### src/hw/rtl/imapcp_pkg.sv
// ----------------------------------------------------------------------------
// IMAP command line parser package
// Parse phase codes, event codes, command codes and small helper functions
// shared by the parser RTL.
// ----------------------------------------------------------------------------
package imapcp_pkg;

   // Widths of the positions, the letter store and the argument count.
   localparam int POS_BITS    = 16;
   localparam int MAX_LETTERS = 10;
   localparam int CNT_BITS    = 4;
   localparam int MAX_ARGS    = 3;

   typedef logic [POS_BITS-1:0]            pos_type;
   typedef logic [MAX_LETTERS-1:0][7:0]    letters_type;

   localparam pos_type POS_MAX = {POS_BITS{1'b1}};

   // Parse phases.
   localparam logic [3:0] PH_TAG       = 4'd0;
   localparam logic [3:0] PH_PRE_CMD   = 4'd1;
   localparam logic [3:0] PH_CMD       = 4'd2;
   localparam logic [3:0] PH_PRE_ARG   = 4'd3;
   localparam logic [3:0] PH_ARG       = 4'd4;
   localparam logic [3:0] PH_LIT_COUNT = 4'd5;
   localparam logic [3:0] PH_LIT_OPEN  = 4'd6;
   localparam logic [3:0] PH_LIT_DATA  = 4'd7;
   localparam logic [3:0] PH_LIT_END   = 4'd8;
   localparam logic [3:0] PH_ALMOST    = 4'd9;

   // Event kinds on the result channel.
   localparam logic [1:0] EV_ARG      = 2'd0;
   localparam logic [1:0] EV_LINE     = 2'd1;
   localparam logic [1:0] EV_INVALID  = 2'd2;
   localparam logic [1:0] EV_CONTINUE = 2'd3;

   // Command codes.
   localparam logic [1:0] CMD_NOOP       = 2'd0;
   localparam logic [1:0] CMD_LOGIN      = 2'd1;
   localparam logic [1:0] CMD_LOGOUT     = 2'd2;
   localparam logic [1:0] CMD_CAPABILITY = 2'd3;

   // Special bytes.
   localparam logic [7:0] BYTE_LF     = 8'h0A;
   localparam logic [7:0] BYTE_CR     = 8'h0D;
   localparam logic [7:0] BYTE_SPACE  = 8'h20;
   localparam logic [7:0] BYTE_QUOTE  = 8'h22;
   localparam logic [7:0] BYTE_LBRACE = 8'h7B;
   localparam logic [7:0] BYTE_RBRACE = 8'h7D;
   localparam logic [7:0] BYTE_ZERO   = 8'h30;
   localparam logic [7:0] BYTE_NINE   = 8'h39;

   // The first letter sits at index 0, the low byte, so the spellings
   // below read backwards.
   localparam letters_type WORD_NOOP       = {48'h0, "poon"};
   localparam letters_type WORD_LOGIN      = {40'h0, "nigol"};
   localparam letters_type WORD_LOGOUT     = {32'h0, "tuogol"};
   localparam letters_type WORD_CAPABILITY = "ytilibapac";

   // Saturating increment of a line position.
   function automatic pos_type pos_inc(input pos_type v);
      pos_type r;
      r = (v == POS_MAX) ? POS_MAX : v + pos_type'(1);
      return r;
   endfunction

   function automatic logic is_letter(input logic [7:0] b);
      logic r;
      r = (b >= 8'h41 && b <= 8'h5A) || (b >= 8'h61 && b <= 8'h7A);
      return r;
   endfunction

   // Case-insensitive compare of the stored letters against one word.
   function automatic logic word_is(input letters_type letters,
                                    input logic [CNT_BITS-1:0] count,
                                    input letters_type word,
                                    input logic [CNT_BITS-1:0] len);
      logic ok;
      ok = (count == len);
      for (int i = 0; i < MAX_LETTERS; i++) begin
         if (CNT_BITS'(i) < len && ((letters[i] | 8'h20) != word[i])) begin
            ok = 1'b0;
         end
      end
      return ok;
   endfunction

endpackage

### src/hw/rtl/imap_command_line_parser_core.sv
// ----------------------------------------------------------------------------
// IMAP command line parser core
// Byte-wide parser for IMAP command lines: tag, command and up to three
// plain, quoted or literal arguments, reported as events.
// ----------------------------------------------------------------------------
// Usage:
// Bytes of the command stream enter on the req_ channel, one per transfer.
// Each byte yields zero or one event on the rsp_ channel: argument found,
// line complete, invalid line or literal continuation request. A transfer
// happens on a rising edge with valid high and stall low.
// A byte is held in the input register, parsed in a single pass, and its
// event appears from the result register. One byte is taken every cycle
// while the receiver does not stall; the rate is set by the single parse
// pass between the two registers.
// When the receiver stalls, the result register holds its event and the
// input register can still take one byte if it is empty; further bytes are
// then stalled until the event is taken.
// Reset (synchronous, active high) returns the parser to the tag phase
// with all line state cleared and sets max_literal_length to 65535.
// The csr_ port writes max_literal_length whenever csr_wr_en is high; the user
// must write it only while the parser is idle; the block does not enforce it.
// ----------------------------------------------------------------------------
module imap_command_line_parser_core (
   input  logic        clock,
   input  logic        reset,
   // Byte input channel
   input  logic        req_valid,
   output logic        req_stall,
   input  logic [7:0]  req_data_byte,
   // Event output channel
   output logic        rsp_valid,
   input  logic        rsp_stall,
   output logic [1:0]  rsp_event_kind,
   output logic [1:0]  rsp_command_code,
   output logic [15:0] rsp_tag_length,
   output logic        rsp_arg_valid,
   output logic [1:0]  rsp_arg_index,
   output logic [15:0] rsp_arg_offset,
   output logic [15:0] rsp_arg_length,
   // Configuration
   input  logic        csr_wr_en,
   input  logic [15:0] csr_wr_data
);

   // Input register and result register.
   logic                    in_valid_ff;
   logic [7:0]              in_byte_ff;
   logic                    out_free;
   logic                    advance;

   logic                    rsp_valid_ff;
   logic [1:0]              ev_kind_ff;
   logic [1:0]              cmd_code_ff;
   logic [15:0]             tag_len_out_ff;
   logic                    arg_valid_ff;
   logic [1:0]              arg_index_ff;
   logic [15:0]             arg_offset_ff;
   logic [15:0]             arg_length_ff;

   // Configuration register.
   logic [15:0]             max_lit_ff;

   // Line state and its next values.
   logic [3:0]              phase_ff, phase_in;
   imapcp_pkg::pos_type     pos_ff, pos_in;
   imapcp_pkg::pos_type     tag_len_ff, tag_len_in;
   imapcp_pkg::letters_type letters_ff;
   logic [imapcp_pkg::CNT_BITS-1:0] letter_cnt_ff, letter_cnt_in;
   logic                    letter_wr;
   logic [1:0]              matched_ff, matched_in;
   logic                    quote_ff, quote_in;
   logic [15:0]             lit_rem_ff, lit_rem_in;
   imapcp_pkg::pos_type     arg_begin_ff, arg_begin_in;
   logic [1:0]              args_ff, args_in;

   // Event produced by the current byte.
   logic                    emit;
   logic [1:0]              ev_kind;
   logic                    ev_arg;
   imapcp_pkg::pos_type     ev_len;
   logic                    line_clear;

   // Helper values.
   imapcp_pkg::pos_type     pos_next;
   imapcp_pkg::pos_type     plain_len;
   imapcp_pkg::pos_type     lit_len;
   logic [19:0]             lit_value;
   logic                    match_hit;
   logic [1:0]              match_code;
   logic [1:0]              out_cmd;
   logic [7:0]              b;

   // Handshake: the input register advances when the result register is free.
   assign out_free  = !rsp_valid_ff || !rsp_stall;
   assign advance   = in_valid_ff && out_free;
   assign req_stall = in_valid_ff && !out_free;
   assign b         = in_byte_ff;

   // Position arithmetic.
   assign pos_next  = imapcp_pkg::pos_inc(pos_ff);
   assign plain_len = (pos_ff >= arg_begin_ff) ? pos_ff - arg_begin_ff : '0;
   assign lit_len   = (pos_next >= arg_begin_ff) ? pos_next - arg_begin_ff : '0;

   // Literal count times ten plus the new digit.
   assign lit_value = {1'b0, lit_rem_ff, 3'b000} + {3'b000, lit_rem_ff, 1'b0}
                    + {16'h0, b[3:0] - imapcp_pkg::BYTE_ZERO[3:0]};

   // Command word match against the stored letters.
   always_comb begin
      match_hit  = 1'b1;
      match_code = imapcp_pkg::CMD_NOOP;
      if (imapcp_pkg::word_is(letters_ff, letter_cnt_ff,
                              imapcp_pkg::WORD_NOOP, 4'd4)) begin
         match_code = imapcp_pkg::CMD_NOOP;
      end else if (imapcp_pkg::word_is(letters_ff, letter_cnt_ff,
                                       imapcp_pkg::WORD_LOGIN, 4'd5)) begin
         match_code = imapcp_pkg::CMD_LOGIN;
      end else if (imapcp_pkg::word_is(letters_ff, letter_cnt_ff,
                                       imapcp_pkg::WORD_LOGOUT, 4'd6)) begin
         match_code = imapcp_pkg::CMD_LOGOUT;
      end else if (imapcp_pkg::word_is(letters_ff, letter_cnt_ff,
                                       imapcp_pkg::WORD_CAPABILITY, 4'd10)) begin
         match_code = imapcp_pkg::CMD_CAPABILITY;
      end else begin
         match_hit = 1'b0;
      end
   end

   // Parse step for one byte.
   always_comb begin
      phase_in      = phase_ff;
      pos_in        = pos_next;
      tag_len_in    = tag_len_ff;
      letter_cnt_in = letter_cnt_ff;
      letter_wr     = 1'b0;
      matched_in    = matched_ff;
      quote_in      = quote_ff;
      lit_rem_in    = lit_rem_ff;
      arg_begin_in  = arg_begin_ff;
      args_in       = args_ff;
      emit          = 1'b0;
      ev_kind       = imapcp_pkg::EV_ARG;
      ev_arg        = 1'b0;
      ev_len        = '0;
      line_clear    = 1'b0;

      case (phase_ff)
         imapcp_pkg::PH_PRE_CMD: begin
            if (b == imapcp_pkg::BYTE_SPACE) begin
               phase_in = phase_ff;
            end else if (b == imapcp_pkg::BYTE_CR || b == imapcp_pkg::BYTE_LF) begin
               emit       = 1'b1;
               ev_kind    = imapcp_pkg::EV_INVALID;
               line_clear = 1'b1;
            end else begin
               // First letter goes to slot zero.
               letter_wr     = 1'b1;
               letter_cnt_in = 4'd1;
               phase_in      = imapcp_pkg::PH_CMD;
            end
         end

         imapcp_pkg::PH_CMD: begin
            if (b == imapcp_pkg::BYTE_SPACE || b == imapcp_pkg::BYTE_CR ||
                b == imapcp_pkg::BYTE_LF) begin
               if (!match_hit) begin
                  emit       = 1'b1;
                  ev_kind    = imapcp_pkg::EV_INVALID;
                  line_clear = 1'b1;
               end else begin
                  matched_in = match_code;
                  if (b == imapcp_pkg::BYTE_SPACE) begin
                     phase_in = imapcp_pkg::PH_PRE_ARG;
                  end else if (b == imapcp_pkg::BYTE_CR) begin
                     phase_in = imapcp_pkg::PH_ALMOST;
                  end else begin
                     emit       = 1'b1;
                     ev_kind    = imapcp_pkg::EV_LINE;
                     line_clear = 1'b1;
                  end
               end
            end else if (!imapcp_pkg::is_letter(b)) begin
               emit       = 1'b1;
               ev_kind    = imapcp_pkg::EV_INVALID;
               line_clear = 1'b1;
            end else begin
               // The count runs one past the store so that overlong words fail.
               letter_wr = (letter_cnt_ff < 4'(imapcp_pkg::MAX_LETTERS));
               if (letter_cnt_ff <= 4'(imapcp_pkg::MAX_LETTERS)) begin
                  letter_cnt_in = letter_cnt_ff + 4'd1;
               end
            end
         end

         imapcp_pkg::PH_PRE_ARG: begin
            if (b == imapcp_pkg::BYTE_SPACE) begin
               phase_in = phase_ff;
            end else if (b == imapcp_pkg::BYTE_CR) begin
               phase_in = imapcp_pkg::PH_ALMOST;
            end else if (b == imapcp_pkg::BYTE_LF) begin
               emit       = 1'b1;
               ev_kind    = imapcp_pkg::EV_LINE;
               line_clear = 1'b1;
            end else if (args_ff >= 2'(imapcp_pkg::MAX_ARGS)) begin
               emit       = 1'b1;
               ev_kind    = imapcp_pkg::EV_INVALID;
               line_clear = 1'b1;
            end else if (b == imapcp_pkg::BYTE_QUOTE) begin
               quote_in     = 1'b1;
               arg_begin_in = pos_next;
               phase_in     = imapcp_pkg::PH_ARG;
            end else if (b == imapcp_pkg::BYTE_LBRACE) begin
               lit_rem_in = '0;
               phase_in   = imapcp_pkg::PH_LIT_COUNT;
            end else begin
               arg_begin_in = pos_ff;
               phase_in     = imapcp_pkg::PH_ARG;
            end
         end

         imapcp_pkg::PH_ARG: begin
            if ((b == imapcp_pkg::BYTE_QUOTE && quote_ff) ||
                b == imapcp_pkg::BYTE_SPACE || b == imapcp_pkg::BYTE_CR ||
                b == imapcp_pkg::BYTE_LF) begin
               // Argument ends here.
               if (b == imapcp_pkg::BYTE_QUOTE) begin
                  quote_in = 1'b0;
               end
               if (args_ff < 2'd3) begin
                  args_in = args_ff + 2'd1;
               end
               emit   = 1'b1;
               ev_arg = 1'b1;
               ev_len = plain_len;
               if (b == imapcp_pkg::BYTE_LF) begin
                  ev_kind    = imapcp_pkg::EV_LINE;
                  line_clear = 1'b1;
               end else if (b == imapcp_pkg::BYTE_CR) begin
                  ev_kind  = imapcp_pkg::EV_ARG;
                  phase_in = imapcp_pkg::PH_ALMOST;
               end else begin
                  ev_kind  = imapcp_pkg::EV_ARG;
                  phase_in = imapcp_pkg::PH_PRE_ARG;
               end
            end
         end

         imapcp_pkg::PH_LIT_COUNT: begin
            if (b >= imapcp_pkg::BYTE_ZERO && b <= imapcp_pkg::BYTE_NINE) begin
               if (lit_value > {4'h0, max_lit_ff}) begin
                  emit       = 1'b1;
                  ev_kind    = imapcp_pkg::EV_INVALID;
                  line_clear = 1'b1;
               end else begin
                  lit_rem_in = lit_value[15:0];
               end
            end else if (b == imapcp_pkg::BYTE_RBRACE && lit_rem_ff != 16'h0) begin
               phase_in = imapcp_pkg::PH_LIT_OPEN;
            end else begin
               emit       = 1'b1;
               ev_kind    = imapcp_pkg::EV_INVALID;
               line_clear = 1'b1;
            end
         end

         imapcp_pkg::PH_LIT_OPEN: begin
            if (b == imapcp_pkg::BYTE_CR) begin
               phase_in = phase_ff;
            end else if (b != imapcp_pkg::BYTE_LF) begin
               emit       = 1'b1;
               ev_kind    = imapcp_pkg::EV_INVALID;
               line_clear = 1'b1;
            end else begin
               // Ask the client to send the literal bytes.
               arg_begin_in = pos_next;
               phase_in     = imapcp_pkg::PH_LIT_DATA;
               emit         = 1'b1;
               ev_kind      = imapcp_pkg::EV_CONTINUE;
            end
         end

         imapcp_pkg::PH_LIT_DATA: begin
            if (lit_rem_ff > 16'd1) begin
               lit_rem_in = lit_rem_ff - 16'd1;
            end else begin
               // Last literal byte closes the argument.
               lit_rem_in = '0;
               if (args_ff < 2'd3) begin
                  args_in = args_ff + 2'd1;
               end
               phase_in = imapcp_pkg::PH_LIT_END;
               emit     = 1'b1;
               ev_kind  = imapcp_pkg::EV_ARG;
               ev_arg   = 1'b1;
               ev_len   = lit_len;
            end
         end

         imapcp_pkg::PH_LIT_END: begin
            if (b == imapcp_pkg::BYTE_LBRACE) begin
               if (args_ff >= 2'(imapcp_pkg::MAX_ARGS)) begin
                  emit       = 1'b1;
                  ev_kind    = imapcp_pkg::EV_INVALID;
                  line_clear = 1'b1;
               end else begin
                  lit_rem_in = '0;
                  phase_in   = imapcp_pkg::PH_LIT_COUNT;
               end
            end else if (b == imapcp_pkg::BYTE_CR) begin
               phase_in = imapcp_pkg::PH_ALMOST;
            end else if (b == imapcp_pkg::BYTE_LF) begin
               emit       = 1'b1;
               ev_kind    = imapcp_pkg::EV_LINE;
               line_clear = 1'b1;
            end else begin
               emit       = 1'b1;
               ev_kind    = imapcp_pkg::EV_INVALID;
               line_clear = 1'b1;
            end
         end

         imapcp_pkg::PH_ALMOST: begin
            emit       = 1'b1;
            line_clear = 1'b1;
            ev_kind    = (b == imapcp_pkg::BYTE_LF) ? imapcp_pkg::EV_LINE
                                                    : imapcp_pkg::EV_INVALID;
         end

         default: begin
            // Tag phase; unused phase codes behave the same way.
            phase_in = imapcp_pkg::PH_TAG;
            if (b == imapcp_pkg::BYTE_SPACE) begin
               tag_len_in = pos_next;
               phase_in   = imapcp_pkg::PH_PRE_CMD;
            end else if (b == imapcp_pkg::BYTE_CR || b == imapcp_pkg::BYTE_LF) begin
               emit       = 1'b1;
               ev_kind    = imapcp_pkg::EV_INVALID;
               line_clear = 1'b1;
            end
         end
      endcase

      // Line end returns every piece of line state to its reset value.
      if (line_clear) begin
         phase_in      = imapcp_pkg::PH_TAG;
         pos_in        = '0;
         tag_len_in    = '0;
         letter_cnt_in = '0;
         matched_in    = imapcp_pkg::CMD_NOOP;
         quote_in      = 1'b0;
         lit_rem_in    = '0;
         arg_begin_in  = '0;
         args_in       = '0;
      end
   end

   // The command code of a line that ends right after the command comes
   // from this cycle's match.
   assign out_cmd = (phase_ff == imapcp_pkg::PH_CMD) ? match_code : matched_ff;

   // Input register.
   always_ff @(posedge clock) begin
      if (reset) begin
         in_valid_ff <= 1'b0;
      end else if (!req_stall) begin
         in_valid_ff <= req_valid;
      end
      if (req_valid && !req_stall) begin
         in_byte_ff <= req_data_byte;
      end
   end

   // Configuration register.
   always_ff @(posedge clock) begin
      if (reset) begin
         max_lit_ff <= 16'hFFFF;
      end else if (csr_wr_en) begin
         max_lit_ff <= csr_wr_data;
      end
   end

   // Line state update.
   always_ff @(posedge clock) begin
      if (reset) begin
         phase_ff      <= imapcp_pkg::PH_TAG;
         pos_ff        <= '0;
         tag_len_ff    <= '0;
         letter_cnt_ff <= '0;
         matched_ff    <= imapcp_pkg::CMD_NOOP;
         quote_ff      <= 1'b0;
         lit_rem_ff    <= '0;
         arg_begin_ff  <= '0;
         args_ff       <= '0;
      end else if (advance) begin
         phase_ff      <= phase_in;
         pos_ff        <= pos_in;
         tag_len_ff    <= tag_len_in;
         letter_cnt_ff <= letter_cnt_in;
         matched_ff    <= matched_in;
         quote_ff      <= quote_in;
         lit_rem_ff    <= lit_rem_in;
         arg_begin_ff  <= arg_begin_in;
         args_ff       <= args_in;
      end
   end

   // Command letter store; the slot is the count before this letter.
   always_ff @(posedge clock) begin
      if (advance && letter_wr) begin
         if (phase_ff == imapcp_pkg::PH_PRE_CMD) begin
            letters_ff[0] <= b;
         end else begin
            letters_ff[letter_cnt_ff] <= b;
         end
      end
   end

   // Result register.
   always_ff @(posedge clock) begin
      if (reset) begin
         rsp_valid_ff <= 1'b0;
      end else if (out_free) begin
         rsp_valid_ff <= advance && emit;
      end
      if (advance && emit) begin
         ev_kind_ff     <= ev_kind;
         cmd_code_ff    <= (ev_kind == imapcp_pkg::EV_LINE) ? out_cmd
                                                            : imapcp_pkg::CMD_NOOP;
         tag_len_out_ff <= (ev_kind == imapcp_pkg::EV_LINE) ? tag_len_ff : '0;
         arg_valid_ff   <= ev_arg;
         arg_index_ff   <= ev_arg ? args_ff : 2'd0;
         arg_offset_ff  <= ev_arg ? arg_begin_ff : '0;
         arg_length_ff  <= ev_arg ? ev_len : '0;
      end
   end

   assign rsp_valid        = rsp_valid_ff;
   assign rsp_event_kind   = ev_kind_ff;
   assign rsp_command_code = cmd_code_ff;
   assign rsp_tag_length   = tag_len_out_ff;
   assign rsp_arg_valid    = arg_valid_ff;
   assign rsp_arg_index    = arg_index_ff;
   assign rsp_arg_offset   = arg_offset_ff;
   assign rsp_arg_length   = arg_length_ff;

endmodule

### config.mk
export PLATFORM = sky130hd
export DESIGN_NAME = imap_command_line_parser_core
export DESIGN_NICKNAME = d
export VERILOG_FILES = /design/src/hw/rtl/imapcp_pkg.sv /design/src/hw/rtl/imap_command_line_parser_core.sv
export SDC_FILE = /design/constraint.sdc
export NUM_CORES = 1
export LEC_CHECK = 0
export BUFFER_PORTS_ARGS = -buffer_cell sky130_fd_sc_hd__buf_2
export CORE_UTILIZATION = 50
export DETAILED_ROUTE_END_ITERATION = 16
export PLACE_DENSITY = 0.68
export SYNTH_ARGS = -nofsm -noshare
export SYNTH_HDL_FRONTEND = slang
export SYNTH_SLANG_ARGS = --single-unit
### constraint.sdc
create_clock -name clock -period 10.1 [get_ports clock]
set_input_delay 0.505 -clock clock [delete_from_list [all_inputs] [get_ports clock]]
set_output_delay 0.505 -clock clock [all_outputs]
set_load 0.005 [all_outputs]
==> summary.txt <==
Critical path capture point type = register
Clock net sink count = 228
Largest stage delay on the critical path = 0.74 ns
Final routed wire length divided by cell count = 18.6 um
Die boundary height = 164 um
Setup crit end = rsp_tag_length[2]
Number of diodes = 0
P per Cell Area = 139 nW/um2
Number of top-level design ports = 86
Status = completed
DRC marker count from the first detailed-route iteration = 710
Synth top cells by count = sky130_fd_sc_hd__edfxtp_1 (133), sky130_fd_sc_hd__nand2_1 (126), sky130_fd_sc_hd__a21oi_1 (106), sky130_fd_sc_hd__dfxtp_1 (95), sky130_fd_sc_hd__nor2_1 (94)
Number of warnings issued by yosys = 0
Hold Slack = 0.140 ns
CTS root buffer = sky130_fd_sc_hd__clkbuf_16
Mux cell area share after synthesis = 0.771%
Predominant post-synthesis flop cell = sky130_fd_sc_hd__edfxtp_1
Hpwl dp = 24300 um
Count of nets left with antenna violations after detail routing = 0
Max rail drop VDD = 0.116 mV
Die X = 164 um
Relative slew slack = 27.7%
Data required, critical path = 10.26 ns
Placement Setup Slack = 3.58 ns
Worst Clk Skew = 0.0158 ns
Type of origin of the critical path = register
Count of instances resized after the clock tree is built = 0
CTS HTree Levels = 1
Tot GR Track Use = 24.5%
# Max-Cap Violations = 0
Mean Syn Cell Area = 9.76 um2
Crit path from = b[3]
Max-slew violations = 0
Area share of and/or/nand/nor cells after synthesis = 20.0%
Worst Slack Setup Final = 3.52 ns
Setup Fix Bufs, Post-CTS = 0
Leading post-synthesis cells by cell area = sky130_fd_sc_hd__edfxtp_1 (30%), sky130_fd_sc_hd__dfxtp_1 (14%), sky130_fd_sc_hd__ha_1 (8.3%)
Sequential share of the synthesized area = 44.9%
Cell class contributing the biggest share of worst-path delay = compound AO/OA/AOI/OAI gates
PnR Total Power = 2.03 mW
TritonCTS Buffers = 26
Clock Path Buffers = 3
Startpoint of the worst-slack reg-to-reg timing path = b[3]
Arrival time at the worst endpoint = 6.74 ns
Final Hold Violating Endpoints = 0
Placement row count = 58
Largest net degree at the start of global routing = 56
Clock slew at reported path FFs = 0.06 ns
Number of global-route vias before repair = 10200
Xor and xnor fraction of the mapped netlist area = 3.60%
Cell variety after synth = 94
Final sum of negative setup slack = 0 ns
Number of enable-type register cells in the synthesized netlist = 133
Worst Hold Class = in2reg
I/O Buffers = 85
Combined buffer and inverter count along the critical path = 3
Starting density of the core = 51.6%
Overall die area = 26900 um2
Routed via count divided by cell count = 6.02
Final critical-path share of the clock period = 65.2%
Vias = 10600
Leading cell type by number of instances after synthesis = sky130_fd_sc_hd__edfxtp_1
TritonCTS clock tree = yes
Global-route wire length before repair = 52600 um
Count of fill cells added during filler insertion = 2194
Detailed Route WL = 32900 um
GRT Residual Overflow = 0
Count of TritonRoute iterations in the first routing pass = 5
Layout Nets = 1534
Cell area after layout = 14600 um2
Combinational family with the most area after synthesis = simple AND/OR/NAND/NOR gates
Arithmetic-cell share of the synthesized area counting full adders, half adders and majority gates = 8.90%
Hold bufs inserted after CTS = 0
Final cell utilization of the core = 57.5%
End of the worst register-to-register path = rsp_tag_length[2]
Static power due to leakage = 5.69 nW
Proportion of layout cells with a drive suffix above 1 = 11.7%
Final cell count without fillers = 1763
Area overhead of the layout relative to synthesis = 11.5%
Compound-cell area share of the yosys netlist = 17.9%
Final setup violation count = 0
Final Critical Period = 6.58 ns
Placed cells = 1716
Crit Path Category = reg2reg
Fraction of post-synthesis cell area in the top cell type by area = 30.4%
Highest clock frequency the design can meet = 152 MHz
Number of antenna violations at the first check in global routing = 0
Worst hold path stage count = 1
Worst R2R Setup Slack = 3.52 ns
Cell count after synthesis = 1346
Clock insertion delay at the later pin of the skew report = 0.54 ns
Share of synthesized registers carrying an async set or reset = 0%
Cell area after synthesis = 13100 um2
Post-Place Cell Area = 13800 um2
Worst Reg-to-Reg Cells = 20
Std-Cell Core Area = 25500 um2
Number of flip-flops and latches in the synthesized netlist = 228
Drc violations = 0
Most numerous cell on the critical path = sky130_fd_sc_hd__nand2_1
Final RePlAce weighted congestion = 0.938
Cell type with the largest total area after synthesis = sky130_fd_sc_hd__edfxtp_1
Unrepaired setup endpoints after global routing = false
Maximum fanout along the worst path = 55
Critical Path Slowest Stage Cell = sky130_fd_sc_hd__edfxtp_1
Number of cells on the critical path = 20
Transition time of the tightest slew-check pin = 1.08 ns
Crit path cell chain = inv_1, fa_1, inv_1, fa_1, a21oi_1, o22ai_1, o41ai_2, nand2_1, a21o_1, a21oi_1, xnor2_1, ha_1, nand2_1, o21ai_0, nor4_1, o32a_1, nand4_2, nand2_1, a41oi_4, buf_4
Number of nets in the synthesized netlist = 1466
## sequential cells by signal, indices dropped and copies added, names as in the netlist, 4 cells and up
| name | count |
|---|---|
| lit_rem_ff | 16 |
| tag_len_ff | 16 |
| letters_ff | 70 |
| max_lit_ff | 16 |
| phase_ff | 4 |
| b | 8 |
| letter_cnt_ff | 4 |
| arg_begin_ff | 16 |
| rsp_tag_length | 16 |
| rsp_arg_offset | 16 |
| pos_ff | 16 |
| rsp_arg_length | 16 |
## power by group
group / internal, mW / switching [mW]
clock: 0.534 / 0.383
combinational: 0.0417 / 0.0695
sequential: 0.992 / 0.0153
## cells in the final DEF (no fill, tap or decap), types with 10 or more instances in the layout
cell                        instances
sky130_fd_sc_hd__clkbuf_16         26
sky130_fd_sc_hd__o21ai_0           65
sky130_fd_sc_hd__buf_4             10
sky130_fd_sc_hd__xnor2_1           28
sky130_fd_sc_hd__nand2b_1          20
sky130_fd_sc_hd__a31oi_1           12
sky130_fd_sc_hd__a21oi_1          106
sky130_fd_sc_hd__ha_1              87
sky130_fd_sc_hd__nand3_1           50
sky130_fd_sc_hd__edfxtp_1         133
sky130_fd_sc_hd__inv_1             68
sky130_fd_sc_hd__a22o_1            30
sky130_fd_sc_hd__nand4_1           21
sky130_fd_sc_hd__nor2b_1           23
sky130_fd_sc_hd__nor2_1            94
sky130_fd_sc_hd__nor4_1            16
sky130_fd_sc_hd__buf_2             85
sky130_fd_sc_hd__xor2_1            26
sky130_fd_sc_hd__and3_1            13
sky130_fd_sc_hd__nor3_1            29
sky130_fd_sc_hd__o211ai_1          23
sky130_fd_sc_hd__nor4bb_1          14
sky130_fd_sc_hd__a21o_1            16
sky130_fd_sc_hd__and2_1            30
sky130_fd_sc_hd__dfxtp_1           95
sky130_fd_sc_hd__nand2_1          126
## area by class of cell
class | instances | area [um2] | share of cell area (%)
clock buffers | 32 | 683 | 4.66
clock inverters | 15 | 146 | 0.999
inverters | 70 | 263 | 1.79
multi-input cells | 993 | 6750 | 46.1
flip-flops and latches | 228 | 5900 | 40.3
well taps | 330 | 413 | 2.82
repair buffers | 95 | 500 | 3.42
## layer usage
layer / wire [um] / vias up / track usage [%]
met5: 0 / - / 0
met4: 620 / 0 / 6.57
met3: 2020 / 51 / 3.51
met2: 15600 / 354 / 41.6
met1: 14600 / 5058 / 32.6
li1: - / 5159 / -
## logic make-up (layout without fill, tap and decap cells)
group                      after synthesis  in the layout
and+or+nand+nor                        492            492
AOI/OAI and AO/OA                      346            346
DFF                                    228            228
buffers and inverters                  125            212
adders and majority gates               91             91
xor gates and xnor gates                54             54
muxes                                   10             10
## worst min-delay path by stage
stage                           from          endpoint  slack, ns
global placement     arg_begin_ff[2]   arg_begin_ff[2]       0.44
CTS                 req_data_byte[4]              b[4]       0.11
global route        req_data_byte[4]              b[4]       0.12
finish              req_data_byte[4]              b[4]       0.14
detailed placement   arg_begin_ff[4]   arg_begin_ff[4]       0.44
floorplan           arg_begin_ff[15]  arg_begin_ff[15]       0.42
(Power assumes the default switching activity.)
